<file path="src/rtl/itoaf_pkg.sv">
// Shared constants, types and the digit character function of the integer
// to ASCII formatter. No dependencies.
package itoaf_pkg;

    localparam int VALUE_BITS    = 64;
    localparam int SCRATCH_CHARS = 64;
    localparam int MAX_DIGITS    = 64;
    localparam int MAG_W         = 64;
    localparam int DIV_BITS      = 8;
    localparam int DIV_STEPS     = MAG_W / DIV_BITS;
    localparam int DIV_CNT_W     = $clog2(DIV_STEPS);
    localparam int CNT_W         = 7;
    localparam int LEN_W         = 8;

    localparam logic [MAG_W-1:0] VALUE_MASK = {MAG_W{1'b1}} >> (MAG_W - VALUE_BITS);

    localparam int FL_ZEROPAD = 0;
    localparam int FL_LEFT    = 1;
    localparam int FL_PLUS    = 2;
    localparam int FL_SPACE   = 3;
    localparam int FL_PREFIX  = 4;
    localparam int FL_SIGNED  = 5;
    localparam int FL_UPPER   = 6;

    localparam logic [4:0] RADIX_MIN  = 5'd2;
    localparam logic [4:0] RADIX_BIN  = 5'd2;
    localparam logic [4:0] RADIX_QUAT = 5'd4;
    localparam logic [4:0] RADIX_OCT  = 5'd8;
    localparam logic [4:0] RADIX_HEX  = 5'd16;
    localparam logic [4:0] RADIX_MAX  = 5'd16;

    localparam logic [6:0] LIMIT_64 = 7'd64;

    localparam logic [7:0] CH_SPACE  = 8'h20;
    localparam logic [7:0] CH_PLUS   = 8'h2B;
    localparam logic [7:0] CH_MINUS  = 8'h2D;
    localparam logic [7:0] CH_ZERO   = 8'h30;
    localparam logic [7:0] CH_UPPER_A = 8'h41;
    localparam logic [7:0] CH_LOWER_A = 8'h61;
    localparam logic [7:0] CH_LOWER_B = 8'h62;
    localparam logic [7:0] CH_LOWER_X = 8'h78;

    typedef struct packed {
        logic load;
        logic div_step;
        logic div_last;
        logic plan;
        logic emit;
    } itoaf_cmd_t;

    typedef struct packed {
        logic pow2;
        logic more;
        logic emit_ready;
        logic emit_last;
    } itoaf_sts_t;

    function automatic logic [7:0] digit_char(input logic [3:0] d, input logic upper);
        logic [7:0] base;
        if (d < 4'd10) begin
            return CH_ZERO + {4'b0, d};
        end
        base = upper ? CH_UPPER_A : CH_LOWER_A;
        return base + {4'b0, d} - 8'd10;
    endfunction

endpackage

</file>
<file path="src/rtl/itoaf_ctrl.sv">
// Sequencer of the integer to ASCII formatter: accepts requests and steps
// the datapath through digit generation, planning and emission. Uses itoaf_pkg.
module itoaf_ctrl
    import itoaf_pkg::*;
(
    input  logic       aclk,
    input  logic       aresetn,
    input  logic       s_valid,
    output logic       s_ready,
    input  itoaf_sts_t sts,
    output itoaf_cmd_t cmd
);

    localparam logic [1:0] S_IDLE = 2'd0;
    localparam logic [1:0] S_DIV  = 2'd1;
    localparam logic [1:0] S_PLAN = 2'd2;
    localparam logic [1:0] S_EMIT = 2'd3;

    logic [1:0]           state_reg, state_next;
    logic [DIV_CNT_W-1:0] cnt_reg, cnt_next;

    always_comb begin
        state_next = state_reg;
        cnt_next   = cnt_reg;
        cmd        = '0;
        s_ready    = 1'b0;
        case (state_reg)
            S_IDLE: begin
                s_ready  = 1'b1;
                cmd.load = s_valid;
                cnt_next = '0;
                if (s_valid) begin
                    state_next = S_DIV;
                end
            end
            S_DIV: begin
                cmd.div_step = 1'b1;
                cmd.div_last = sts.pow2 || (cnt_reg == DIV_CNT_W'(DIV_STEPS - 1));
                if (cmd.div_last) begin
                    cnt_next = '0;
                    if (!sts.more) begin
                        state_next = S_PLAN;
                    end
                end else begin
                    cnt_next = cnt_reg + 1'b1;
                end
            end
            S_PLAN: begin
                cmd.plan   = 1'b1;
                state_next = S_EMIT;
            end
            S_EMIT: begin
                cmd.emit = sts.emit_ready;
                if (sts.emit_ready && sts.emit_last) begin
                    state_next = S_IDLE;
                end
            end
            default: begin
                state_next = S_IDLE;
            end
        endcase
    end

    always_ff @(posedge aclk) begin
        if (!aresetn) begin
            state_reg <= S_IDLE;
            cnt_reg   <= '0;
        end else begin
            state_reg <= state_next;
            cnt_reg   <= cnt_next;
        end
    end

endmodule

</file>
<file path="src/rtl/itoaf_dp.sv">
// Datapath of the integer to ASCII formatter: request registers, remainder
// unit, digit stack, segment counters and output register. Uses itoaf_pkg.
module itoaf_dp
    import itoaf_pkg::*;
(
    input  logic             aclk,
    input  logic             aresetn,
    input  itoaf_cmd_t       cmd,
    output itoaf_sts_t       sts,
    input  logic [MAG_W-1:0] s_magnitude,
    input  logic             s_is_negative,
    input  logic [6:0]       s_format_flags,
    input  logic [6:0]       s_field_width,
    input  logic [6:0]       s_min_digits,
    input  logic [4:0]       s_radix,
    output logic             m_valid,
    input  logic             m_ready,
    output logic [7:0]       m_out_char,
    output logic             m_last_char
);

    localparam logic [2:0] SEG_LEAD  = 3'd0;
    localparam logic [2:0] SEG_SIGN  = 3'd1;
    localparam logic [2:0] SEG_PRE   = 3'd2;
    localparam logic [2:0] SEG_ZERO  = 3'd3;
    localparam logic [2:0] SEG_DIGIT = 3'd4;
    localparam logic [2:0] SEG_TRAIL = 3'd5;

    logic [MAG_W-1:0] val_reg;
    logic [3:0]       rem_reg;
    logic [4:0]       rad_reg;
    logic [6:0]       flags_reg;
    logic [6:0]       fw_reg;
    logic [6:0]       prec_reg;
    logic             neg_reg;
    logic [3:0]       stk_reg [MAX_DIGITS];
    logic [CNT_W-1:0] nd_reg;

    logic [CNT_W-1:0] lead_reg, zero_reg, trail_reg, skip_reg, left_reg;
    logic             sgn_reg;
    logic [7:0]       sign_ch_reg;
    logic [1:0]       pre_reg;
    logic [7:0]       letter_reg;

    logic             m_valid_reg;
    logic [7:0]       char_reg;
    logic             last_reg;

    logic [4:0]       rad_in;
    logic [6:0]       fw_in, prec_in;

    logic [DIV_BITS-1:0] div_q;
    logic [3:0]          div_rem;
    logic [MAG_W-1:0]    div_quot;
    logic [3:0]          p2_digit;
    logic [MAG_W-1:0]    p2_quot;
    logic [3:0]          step_digit;
    logic [MAG_W-1:0]    step_quot;
    logic [6:0]          prec_after;
    logic                push, pop;
    logic                pow2_hit, step_more, emit_ready, emit_last;

    logic             pl_sgn;
    logic [7:0]       pl_sign_ch;
    logic [1:0]       pl_np;
    logic [7:0]       pl_letter;
    logic [LEN_W-1:0] pl_fw, pl_core, pl_fill, pl_len, pl_trail, pl_total;
    logic             pl_left, pl_zp, pl_over;

    logic [2:0]       seg;
    logic [7:0]       emit_ch;
    logic             emit_out;

    always_comb begin
        rad_in = s_radix;
        if (s_radix > RADIX_MAX) begin
            rad_in = RADIX_MAX;
        end else if (s_radix < RADIX_MIN) begin
            rad_in = RADIX_MIN;
        end
        fw_in   = (s_field_width > LIMIT_64) ? LIMIT_64 : s_field_width;
        prec_in = (s_min_digits > LIMIT_64) ? LIMIT_64 : s_min_digits;
    end

    // long division, DIV_BITS dividend bits per step
    always_comb begin
        logic [4:0] t;
        logic [3:0] r;
        r     = rem_reg;
        div_q = '0;
        for (int b = DIV_BITS - 1; b >= 0; b--) begin
            t = {r, val_reg[MAG_W - DIV_BITS + b]};
            if (t >= rad_reg) begin
                div_q[b] = 1'b1;
                t        = t - rad_reg;
            end
            r = t[3:0];
        end
        div_rem  = r;
        div_quot = {val_reg[MAG_W-DIV_BITS-1:0], div_q};
    end

    always_comb begin
        pow2_hit = 1'b1;
        p2_digit = '0;
        p2_quot  = val_reg;
        case (rad_reg)
            RADIX_BIN: begin
                p2_digit = {3'b0, val_reg[0]};
                p2_quot  = val_reg >> 1;
            end
            RADIX_QUAT: begin
                p2_digit = {2'b0, val_reg[1:0]};
                p2_quot  = val_reg >> 2;
            end
            RADIX_OCT: begin
                p2_digit = {1'b0, val_reg[2:0]};
                p2_quot  = val_reg >> 3;
            end
            RADIX_HEX: begin
                p2_digit = val_reg[3:0];
                p2_quot  = val_reg >> 4;
            end
            default: begin
                pow2_hit = 1'b0;
            end
        endcase
        step_digit = pow2_hit ? p2_digit : div_rem;
        step_quot  = pow2_hit ? p2_quot : div_quot;
        prec_after = (prec_reg != '0) ? prec_reg - 1'b1 : prec_reg;
        step_more  = ((step_quot != '0) || (prec_after != '0))
                     && (nd_reg != CNT_W'(MAX_DIGITS - 1));
    end

    always_comb begin
        pl_sgn     = 1'b1;
        pl_sign_ch = CH_SPACE;
        if (neg_reg && flags_reg[FL_SIGNED]) begin
            pl_sign_ch = CH_MINUS;
        end else if (flags_reg[FL_SPACE]) begin
            pl_sign_ch = CH_SPACE;
        end else if (flags_reg[FL_PLUS]) begin
            pl_sign_ch = CH_PLUS;
        end else begin
            pl_sgn = 1'b0;
        end
        pl_np     = 2'd0;
        pl_letter = CH_ZERO;
        if (flags_reg[FL_PREFIX]) begin
            if (rad_reg == RADIX_BIN) begin
                pl_np     = 2'd2;
                pl_letter = CH_LOWER_B;
            end else if (rad_reg == RADIX_HEX) begin
                pl_np     = 2'd2;
                pl_letter = CH_LOWER_X;
            end else if (rad_reg == RADIX_OCT && stk_reg[0] != 4'd0) begin
                pl_np = 2'd1;
            end
        end
        pl_left  = flags_reg[FL_LEFT];
        pl_zp    = flags_reg[FL_ZEROPAD] && !pl_left;
        pl_fw    = LEN_W'(fw_reg);
        pl_core  = LEN_W'(nd_reg) + LEN_W'(pl_np) + LEN_W'(pl_sgn);
        pl_fill  = (pl_fw > pl_core) ? pl_fw - pl_core : '0;
        pl_len   = pl_left ? pl_core : pl_core + pl_fill;
        pl_trail = pl_left ? pl_fill : '0;
        pl_over  = pl_len > LEN_W'(SCRATCH_CHARS);
        pl_total = (pl_over ? LEN_W'(SCRATCH_CHARS) : pl_len) + pl_trail;
    end

    always_comb begin
        if (lead_reg != '0) begin
            seg     = SEG_LEAD;
            emit_ch = CH_SPACE;
        end else if (sgn_reg) begin
            seg     = SEG_SIGN;
            emit_ch = sign_ch_reg;
        end else if (pre_reg != 2'd0) begin
            seg     = SEG_PRE;
            emit_ch = (pre_reg == 2'd2) ? CH_ZERO : letter_reg;
        end else if (zero_reg != '0) begin
            seg     = SEG_ZERO;
            emit_ch = CH_ZERO;
        end else if (nd_reg != '0) begin
            seg     = SEG_DIGIT;
            emit_ch = digit_char(stk_reg[0], flags_reg[FL_UPPER]);
        end else begin
            seg     = SEG_TRAIL;
            emit_ch = CH_SPACE;
        end
        emit_ready = (skip_reg != '0) || !m_valid_reg || m_ready;
        emit_last  = (skip_reg == '0) && (left_reg == CNT_W'(1));
    end

    assign emit_out = cmd.emit && (skip_reg == '0);

    assign sts = '{pow2: pow2_hit, more: step_more, emit_ready: emit_ready,
                   emit_last: emit_last};

    assign push = cmd.div_step && cmd.div_last;
    assign pop  = cmd.emit && (seg == SEG_DIGIT);

    always_ff @(posedge aclk) begin
        if (cmd.load) begin
            val_reg   <= s_magnitude & VALUE_MASK;
            rem_reg   <= '0;
            rad_reg   <= rad_in;
            flags_reg <= s_format_flags;
            fw_reg    <= fw_in;
            prec_reg  <= prec_in;
            neg_reg   <= s_is_negative;
        end else if (cmd.div_step) begin
            val_reg <= step_quot;
            if (cmd.div_last) begin
                rem_reg  <= '0;
                prec_reg <= prec_after;
            end else begin
                rem_reg <= div_rem;
            end
        end
    end

    always_ff @(posedge aclk) begin
        if (push) begin
            stk_reg[0] <= step_digit;
            for (int i = 1; i < MAX_DIGITS; i++) begin
                stk_reg[i] <= stk_reg[i-1];
            end
        end else if (pop) begin
            for (int i = 0; i < MAX_DIGITS - 1; i++) begin
                stk_reg[i] <= stk_reg[i+1];
            end
            stk_reg[MAX_DIGITS-1] <= '0;
        end
    end

    always_ff @(posedge aclk) begin
        if (cmd.load) begin
            nd_reg <= '0;
        end else if (push) begin
            nd_reg <= nd_reg + 1'b1;
        end else if (pop) begin
            nd_reg <= nd_reg - 1'b1;
        end
    end

    always_ff @(posedge aclk) begin
        if (cmd.plan) begin
            lead_reg    <= (!pl_left && !pl_zp) ? pl_fill[CNT_W-1:0] : '0;
            zero_reg    <= pl_zp ? pl_fill[CNT_W-1:0] : '0;
            trail_reg   <= pl_trail[CNT_W-1:0];
            skip_reg    <= pl_over ? CNT_W'(pl_len - LEN_W'(SCRATCH_CHARS)) : '0;
            left_reg    <= pl_total[CNT_W-1:0];
            sgn_reg     <= pl_sgn;
            sign_ch_reg <= pl_sign_ch;
            pre_reg     <= pl_np;
            letter_reg  <= pl_letter;
        end else if (cmd.emit) begin
            case (seg)
                SEG_LEAD:  lead_reg  <= lead_reg - 1'b1;
                SEG_SIGN:  sgn_reg   <= 1'b0;
                SEG_PRE:   pre_reg   <= pre_reg - 1'b1;
                SEG_ZERO:  zero_reg  <= zero_reg - 1'b1;
                SEG_TRAIL: trail_reg <= trail_reg - 1'b1;
                default: begin
                end
            endcase
            if (skip_reg != '0) begin
                skip_reg <= skip_reg - 1'b1;
            end else begin
                left_reg <= left_reg - 1'b1;
            end
        end
    end

    always_ff @(posedge aclk) begin
        if (!aresetn) begin
            m_valid_reg <= 1'b0;
        end else if (emit_out) begin
            m_valid_reg <= 1'b1;
        end else if (m_ready) begin
            m_valid_reg <= 1'b0;
        end
    end

    always_ff @(posedge aclk) begin
        if (emit_out) begin
            char_reg <= emit_ch;
            last_reg <= emit_last;
        end
    end

    assign m_valid     = m_valid_reg;
    assign m_out_char  = char_reg;
    assign m_last_char = last_reg;

endmodule

</file>
<file path="src/rtl/integer_to_ascii_formatter_unit.sv">
// Top level of the integer to ASCII formatter: joins the sequencer and the
// datapath. Uses itoaf_pkg, itoaf_ctrl and itoaf_dp.
//
// A request on the s_ channel carries a magnitude, a negative mark, flags,
// field width, minimum digit count and radix. The m_ channel returns the
// formatted text one ASCII character per transfer, most significant first,
// with m_last_char set on the final character; every request yields 1 to 64.
// s_ready is high only while the sequencer is idle: one request at a time.
// A request is loaded, then one digit is generated per cycle for radix 2, 4,
// 8 or 16; for other radices each digit takes a full pass of the remainder
// unit over the value, 8 dividend bits a cycle. The padding is planned and
// the characters go out one per cycle while the receiver does not stall; up
// to 3 leading characters that are dropped still pass through the sequencer.
// The first character follows the planning state into the output register.
// A stalled receiver holds the output register and the character sequencer;
// the final character waits in the output register while the next request
// is taken. Reset empties the output register and returns to idle.
module integer_to_ascii_formatter_unit
    import itoaf_pkg::*;
(
    input  logic             aclk,
    input  logic             aresetn,
    input  logic             s_valid,
    output logic             s_ready,
    input  logic [MAG_W-1:0] s_magnitude,
    input  logic             s_is_negative,
    input  logic [6:0]       s_format_flags,
    input  logic [6:0]       s_field_width,
    input  logic [6:0]       s_min_digits,
    input  logic [4:0]       s_radix,
    output logic             m_valid,
    input  logic             m_ready,
    output logic [7:0]       m_out_char,
    output logic             m_last_char
);

    itoaf_cmd_t cmd;
    itoaf_sts_t sts;

    itoaf_ctrl u_ctrl (
        .aclk    (aclk),
        .aresetn (aresetn),
        .s_valid (s_valid),
        .s_ready (s_ready),
        .sts     (sts),
        .cmd     (cmd)
    );

    itoaf_dp u_dp (
        .aclk           (aclk),
        .aresetn        (aresetn),
        .cmd            (cmd),
        .sts            (sts),
        .s_magnitude    (s_magnitude),
        .s_is_negative  (s_is_negative),
        .s_format_flags (s_format_flags),
        .s_field_width  (s_field_width),
        .s_min_digits   (s_min_digits),
        .s_radix        (s_radix),
        .m_valid        (m_valid),
        .m_ready        (m_ready),
        .m_out_char     (m_out_char),
        .m_last_char    (m_last_char)
    );

endmodule

</file>
<file path="config.mk">
export PLATFORM = sky130hd
export DESIGN_NAME = integer_to_ascii_formatter_unit
export DESIGN_NICKNAME = d
export VERILOG_FILES = /design/src/rtl/itoaf_pkg.sv /design/src/rtl/itoaf_ctrl.sv /design/src/rtl/itoaf_dp.sv /design/src/rtl/integer_to_ascii_formatter_unit.sv
export SDC_FILE = /design/constraint.sdc
export NUM_CORES = 1
export LEC_CHECK = 0
export BUFFER_PORTS_ARGS = -buffer_cell sky130_fd_sc_hd__buf_2
export CAP_MARGIN = 5
export CORE_MARGIN = 2
export CORE_UTILIZATION = 63
export CTS_CLUSTER_DIAMETER = 50
export CTS_CLUSTER_SIZE = 16
export DETAILED_ROUTE_END_ITERATION = 10
export PLACE_DENSITY = 0.81
export SLEW_MARGIN = 15
export SYNTH_ARGS = -nofsm -noshare
export SYNTH_HDL_FRONTEND = slang
export SYNTH_SLANG_ARGS = --single-unit
</file>
<file path="constraint.sdc">
create_clock -name aclk -period 16.2 [get_ports aclk]
set_input_delay 2.43 -clock aclk [delete_from_list [all_inputs] [get_ports aclk]]
set_output_delay 2.43 -clock aclk [all_outputs]
set_load 0.01 [all_outputs]
</file>
== After elaboration in Yosys (flattened, before gate mapping) ==
Memory sizes are Yosys's and may differ from the RTL's.
Cells that the tools add are included.
Storage, ports and cells
  bits in registers: 164
  memory bits (writable): 256
  input port bits: 95
  output and inout bits: 11
  word-level logic and storage cells: 373
  memories: 1
Memories
  u_dp.stk_reg: words 64, bits a word 4, rd ports 64, clocked after memory_dff 0, write ports 64, RTL line itoaf_dp.sv:36  | logic [3:0] stk_reg [MAX_DIGITS];
Operators by class
  $add $sub $neg: 26
  magnitude comparators: 15
  equality and inequality tests: 20
  multiplexer cells: 170
  bitwise gates (word level): 65
  reductions and logical operators: 52
Operators with widths (count)
  4-bit 2-to-1 mux: 76
  64-bit one-hot mux with 4 select lines: 1
  64-bit 2-to-1 mux: 3
  7-bit 2-to-1 mux: 26
  8-bit 2-to-1 mux: 9
  1-bit OR: 64
  64-bit nonzero test: 1
  7-bit nonzero test: 6
  7-bit by 1-bit subtractor with 7-bit output, second input constant: 6
  5-bit greater-or-equal comparator: 8
  1-bit 2-to-1 mux: 34
  4-bit subtractor: 8
  2-bit nonzero test: 12
  2-bit 2-to-1 mux: 11
  4-bit one-hot mux with 4 select lines: 1
  3-bit 2-to-1 mux: 5
  7-bit greater-than comparator, second input constant: 2
  2-bit AND reduction: 7
  1-bit logical AND: 10
  7-bit by 2-bit adder with 8-bit output: 1
  8-bit by 1-bit adder with 8-bit output: 1
  8-bit by 4-bit adder with 8-bit output: 1
  8-bit adder: 1
  7-bit by 8-bit greater-than comparator with 1-bit output: 1
  other kinds (39): 53

== Depth between registers and ports, before layout ==
  word-level depth: 23
  depth in mapped cells: 60
  gate-level depth less buffers: 59

== Hierarchy ==
A second synthesis with hierarchy kept.
Unflattened totals
  cell total of the unflattened synthesis: 1885
  area, all modules: 22989.5 um2
Modules (own cells, without submodules)
  itoaf_dp: times used 1, cells an instance 1847, area each 22649.2 um2, sequential area each 12041.5 um2
  itoaf_ctrl: times used 1, cells an instance 38, area each 340.3 um2, sequential area each 100.1 um2

== Least setup slack after synthesis ==
No wires, ideal clock.
  kind: reg2reg
  from: register u_dp.rad_reg[4]
  to: register u_ctrl.state_reg[0]
  library setup time: 0.127 ns
  arrival: 12.428 ns
  data required time: 16.073 ns
  setup slack: 3.645 ns
  stages on the path, launching flop included: 57
  path buffers: 3
  period minus slack after synthesis: 12.555 ns
  path through: edfxtp_1 clkbuf_1 clkbuf_1 clkbuf_1 inv_1 ha_1 a21o_1 a31o_2 o21ai_0 inv_1 ha_1 a21o_1 a21o_1 a31o_2 o21ai_0 inv_1 ha_1 nor2b_1 [... 21 more ...] o21ai_1 mux2_2 inv_1 ha_1 a21o_1 a21oi_1 o21ai_0 o21ai_0 inv_1 ha_1 a21o_1 a21o_1 a21o_1 a21oi_1 mux2_2 nand4_2 and4_2 or3b_1
Between the ends
  cells in the longest elaborated chain, start to end: 22
  elaborated cells on any way between the ends: 44
  those cells by class: add/sub: 6; order compare: 8; eq/ne: 6; mux: 18; reduce/logical: 6
RTL lines
  start: declaration: RTL line itoaf_dp.sv:31  | logic [4:0] rad_reg;
  start signal: assignment: RTL line itoaf_dp.sv:207  | rad_reg <= rad_in;
  5-bit greater-or-equal comparator: RTL line itoaf_dp.sv:93  | if (t >= rad_reg) begin
  4-bit 2-to-1 mux: RTL line itoaf_dp.sv:93
  4-bit subtractor or 5-bit greater-or-equal comparator (tied branches): RTL line itoaf_dp.sv:95, itoaf_dp.sv:93
  4-bit 2-to-1 mux: RTL line itoaf_dp.sv:93
  4-bit subtractor or 5-bit greater-or-equal comparator (tied branches): RTL line itoaf_dp.sv:95, itoaf_dp.sv:93
  4-bit 2-to-1 mux: RTL line itoaf_dp.sv:93
  4-bit subtractor or 5-bit greater-or-equal comparator (tied branches): RTL line itoaf_dp.sv:95, itoaf_dp.sv:93
  4-bit 2-to-1 mux: RTL line itoaf_dp.sv:93
  [... 6 more ...]
  5-bit greater-or-equal comparator: RTL line itoaf_dp.sv:93
  1-bit 2-to-1 mux: RTL line itoaf_dp.sv:93
  64-bit 2-to-1 mux: RTL line itoaf_dp.sv:129  | step_quot = pow2_hit ? p2_quot : div_quot;
  64-bit nonzero test: RTL line itoaf_dp.sv:131  | step_more = ((step_quot != '0) || (prec_after != '0))
  1-bit logical OR: RTL line itoaf_dp.sv:131
  1-bit logical AND: RTL line itoaf_dp.sv:132  | && (nd_reg != CNT_W'(MAX_DIGITS - 1));
  2-bit != test (no line)
  4-bit AND reduction (no line) *
  end signal: assignment: RTL line itoaf_ctrl.sv:69  | state_reg <= state_next;
  end: declaration: RTL line itoaf_ctrl.sv:19  | logic [1:0] state_reg, state_next;
Mark *: on every way between the ends. The rest lies on a longest branch, timed or not.
A chain may end at the register's enable or synchronous reset.

== Final worst setup path ==
  from: register u_dp.rad_reg[1]
  to: register u_ctrl.state_reg[0]
Between the ends
  cells in the longest elaborated chain, start to end: 22
  elaborated cells on any way between the ends: 45
  those cells by class: add/sub: 7; order compare: 8; eq/ne: 6; mux: 18; reduce/logical: 6
RTL lines (RTL line)
  4-bit subtractor or 5-bit greater-or-equal comparator (tied branches): itoaf_dp.sv:95, itoaf_dp.sv:93
  4-bit 2-to-1 mux: itoaf_dp.sv:93
  4-bit subtractor or 5-bit greater-or-equal comparator (tied branches): itoaf_dp.sv:95, itoaf_dp.sv:93
  4-bit 2-to-1 mux: itoaf_dp.sv:93
  4-bit subtractor or 5-bit greater-or-equal comparator (tied branches): itoaf_dp.sv:95, itoaf_dp.sv:93
  4-bit 2-to-1 mux: itoaf_dp.sv:93
  5-bit greater-or-equal comparator or 4-bit subtractor (tied branches): itoaf_dp.sv:93, itoaf_dp.sv:95
  4-bit 2-to-1 mux: itoaf_dp.sv:93
  [... 6 more ...]
  5-bit greater-or-equal comparator: itoaf_dp.sv:93
  1-bit 2-to-1 mux: itoaf_dp.sv:93
  64-bit 2-to-1 mux: itoaf_dp.sv:129
  64-bit nonzero test: itoaf_dp.sv:131
  1-bit logical OR: itoaf_dp.sv:131
  1-bit logical AND: itoaf_dp.sv:132
  2-bit != test (no line)
  4-bit AND reduction (no line) *
Marked as above.

==> qor_table.md <==
| Result | Value |
| --- | --- |
| Run status | completed |
| Maximum fanout along the worst path | 21 |
| Type of the worst setup path | reg -> reg |
| Number of nets with antenna violations after routing | 0 |
| Worst hold path endpoint | u_dp.stk_reg[1][51] |
| Worst reg-to-reg path cell count | 55 |
| Synth Warn # | 0 |
| Synthesized flop and latch total | 410 |
| Final routed wirelength across all metal layers | 52.11 mm |
| Top achievable clock speed | 71.00 MHz |
| Last weighted congestion value of the routability-driven placer | 0.8938 |
| Cell variety after synth | 87 |
| Clk buf depth | 3 |
| Pin count of the biggest net entering global routing | 114 |
| Startpoint types | flop |
| Number of buffers inserted by port buffering | 104 |
| Sum of negative setup slack | 0 ns |
| Cell Area, Synth | 23,390 um^2 |
| Maximum cell stage delay along the critical path | 0.91 ns |
| Per-cell via count in the routed design | 6.209 |
| Core outline area | 36,610 um^2 |
| Setup repair after global routing missed its margin | false |
| Launching point of the worst reg2reg path | u_dp.rad_reg[1] |
| H-tree depth reported by CTS | 2 |
| TritonRoute pass-1 iters | 6 |
| Synthesized area per cell | 10.58 um^2 |
| Fraction of the cycle the final worst path needs | 86.95% |
| Most frequent cells in the layout | sky130_fd_sc_hd__nand2_1, sky130_fd_sc_hd__edfxtp_1, sky130_fd_sc_hd__nor2_1, sky130_fd_sc_hd__mux2_2, sky130_fd_sc_hd__buf_2 |
| TritonCTS Sinks | 410 |
| Buffer count from post-CTS setup fixing | 0 |
| Worst path arrival time | 14.53 ns |
| Critical path endpoint category | flop |
| Global-route wire length before repair | 84.10 mm |
| Grt total ovfl | 0 |
| Count of flip-flops with a built-in enable after synthesis | 393 |
| HPWL after detailed placement | 35.09 mm |
| Vias in the first global route | 16,615 |
| Final count of hold timing violations | 0 |
| Number of buffers created by CTS | 40 |
| Area of the die | 38,690 um^2 |
| Overall die width | 196.7 um |
| Area growth, synth to finish | 9.778% |
| Cell at the slowest stage of the critical path | sky130_fd_sc_hd__a211oi_1 |
| Setup skew after layout | 0.03112 ns |
| Number of flip-flops in the largest register | 256 |
| Multi-input combinational cell area | 10,470 um^2 |
| Insertion delay to the later sink of the worst-skew pair | 0.59 ns |
| Startpoint of the most critical hold path | u_dp.stk_reg[1][47] |
| Measured slew at the worst slew-check pin | 1.096 ns |
| Headroom to the max-slew limit | 26.47% |
| Vertical extent of the die | 196.7 um |
| Net Count, Synth | 2,401 |
| Boundary pin count | 106 |
| Root buffer cell | sky130_fd_sc_hd__clkbuf_16 |
| Layout filler cell count | 2,743 |
| Quantity of gates resized following cts | 0 |
| R2R setup slack | 2.11 ns |
| Number of instances on the worst hold path | 2 |
| DRC violations left | 0 |
| Proportion of synthesized chip area in sequential cells | 51.91% |
| Row Count | 70 |
| Total buffers and inverters traversed by the critical path | 9 |
| Layout net count | 2,452 |
| Leading cell type in the layout, fill and taps excluded | sky130_fd_sc_hd__nand2_1 |
| Reg2reg end | u_ctrl.state_reg[0] |
| Max-slew violation count | 0 |
| Reg area | 12,140 um^2 |
| Hold crit path type | reg -> reg |
| DRC marker count from the first detailed-route iteration | 1,629 |
| Initial core utilization | 63.89% |
| Share of the synthesized area in the top cell type | 50.45% |
| Number of maximum-capacitance violations | 0 |
| Critical Path Most Common Cell | sky130_fd_sc_hd__a21o_1 |
| Hold_buf cts | 0 |
| # setup viols final | 0 |
| Time the worst path needs with I/O delays and setup | 14.09 ns |
| Top delay family on crit path | compound AO/OA/AOI/OAI gates |
| Antenna violations before repair | 1 |
| Required time of the critical path | 16.65 ns |
| Wire per inst | 18.88 um |
| Synthesized instance count | 2,211 |
| Fraction of layout cells with a size suffix above 1 | 16.72% |
| TritonCTS clock tree | done |
| Via count of the routed design | 17,138 |
| Dominant cells by area after synthesis | sky130_fd_sc_hd__edfxtp_1, sky130_fd_sc_hd__nand2_1, sky130_fd_sc_hd__mux2_2 |
| Overall routing resource usage | 27.01% |
| Clock-pin slew reported for the worst setup and hold paths after clock tree synthesis | 0.07 ns |
| Share of flip-flops with an asynchronous set or reset after synthesis | 0% |
| Dominant synthesized flop cell | sky130_fd_sc_hd__edfxtp_1 |
| Cell taking the most area after synthesis | sky130_fd_sc_hd__edfxtp_1 |
==> cells in the mapped netlist, types with 5 or more instances <==
cell,n
sky130_fd_sc_hd__a2111oi_0,9
sky130_fd_sc_hd__a211oi_1,32
sky130_fd_sc_hd__a21boi_0,12
sky130_fd_sc_hd__a21o_1,35
sky130_fd_sc_hd__a21oi_1,99
sky130_fd_sc_hd__a221o_2,5
sky130_fd_sc_hd__a22o_1,58
sky130_fd_sc_hd__a22oi_1,27
sky130_fd_sc_hd__a31o_2,5
sky130_fd_sc_hd__a31oi_1,7
sky130_fd_sc_hd__and2_1,21
sky130_fd_sc_hd__and3_1,13
sky130_fd_sc_hd__buf_1,5
sky130_fd_sc_hd__buf_2,8
sky130_fd_sc_hd__clkbuf_1,103
sky130_fd_sc_hd__dfxtp_1,17
sky130_fd_sc_hd__edfxtp_1,393
sky130_fd_sc_hd__fa_1,14
sky130_fd_sc_hd__ha_1,81
sky130_fd_sc_hd__inv_1,83
sky130_fd_sc_hd__mux2_2,145
sky130_fd_sc_hd__mux2i_1,14
sky130_fd_sc_hd__nand2_1,448
sky130_fd_sc_hd__nand2b_1,15
sky130_fd_sc_hd__nand3_1,77
sky130_fd_sc_hd__nand3b_1,8
sky130_fd_sc_hd__nand4_1,28
sky130_fd_sc_hd__nor2_1,150
sky130_fd_sc_hd__nor2b_1,23
sky130_fd_sc_hd__nor3_1,29
sky130_fd_sc_hd__nor3b_1,8
sky130_fd_sc_hd__nor4_1,10
sky130_fd_sc_hd__o21a_1,6
sky130_fd_sc_hd__o21ai_0,46
sky130_fd_sc_hd__o22ai_1,21
sky130_fd_sc_hd__o31ai_1,14
sky130_fd_sc_hd__or3_1,14
sky130_fd_sc_hd__xnor2_1,34
sky130_fd_sc_hd__xor2_1,25
==> stage by stage <==
stage | hold slack [ns] | utilization, % | std cells | cell area (um^2) | worst slack (ns)
finish | 0.5323 | 70.14 | 2760 | 25680 | 2.115
detailed placement | 0.5066 | 66.20 | 2687 | 24240 | 2.199
CTS | 0.5404 | 70.04 | 2757 | 25640 | 2.094
global placement | 0.5058 | 66.20 | 2687 | 24240 | 2.594
global route | 0.5573 | 70.12 | 2758 | 25670 | 0.7583
floorplan | 0.4907 | - | 2211 | 23390 | 3.645
==> final cells by class <==
cell class                      count  area share, %
Sequential cell                   410          47.29
Antenna cell                        2        0.01949
Inverter                           84          1.262
Timing Repair Buffer              131          2.909
Clock inverter                     27          1.530
Multi-Input combinational cell   1595          40.77
Clock buffer                       43          3.942
Tap cell                          468          2.280
==> tightest hold or removal path, stage by stage (launching register included) <==
cell and delay [ns]:
sky130_fd_sc_hd__edfxtp_1 0.34, sky130_fd_sc_hd__nand2_1 0.05, sky130_fd_sc_hd__nand2_1 0.05
==> how the worst max path moves through the flow <==
| stage | start | endpoint | slack, ns | cells after the start |
|---|---|---|---|---|
| after global routing | u_dp.rad_reg[1] | u_ctrl.state_reg[0] | 0.76 | 55 |
| final | u_dp.rad_reg[1] | u_ctrl.state_reg[0] | 2.11 | 55 |
| after CTS | u_dp.rad_reg[1] | u_ctrl.state_reg[0] | 2.09 | 55 |
| after global placement | u_dp.rad_reg[1] | u_ctrl.state_reg[0] | 2.59 | 55 |
| after detailed placement | u_dp.rad_reg[1] | u_ctrl.state_reg[0] | 2.20 | 55 |
| after floorplan | u_dp.rad_reg[4] | u_ctrl.state_reg[0] | 3.64 | 56 |
==> layer usage <==
layer | up-vias | global-route usage, % | share of wire, %
met2 | 605 | 42.71 | 47
li1 | 8168 | - | -
met1 | 8236 | 36.93 | 43
met5 | - | 0 | 0
met4 | 0 | 11.14 | 3.4
met3 | 129 | 5.270 | 6.8
==> cell families (layout without fill, tap and decap cells) <==
family          Yosys count  count (layout)  synth area share (%)
compound gates          409             409                 12.26
xor+xnor                 59              59                 2.209
fa+ha+maj                95              95                 5.531
buf+inv                 206             285                 3.509
flops                   410             410                 51.91
mux                     159             159                 7.580
other cells               1               3               0.01603
simple gates            872             872                 16.99
Power is not shown: default switching activity piles up to over one toggle a cycle in this logic, so the estimate is an artifact.
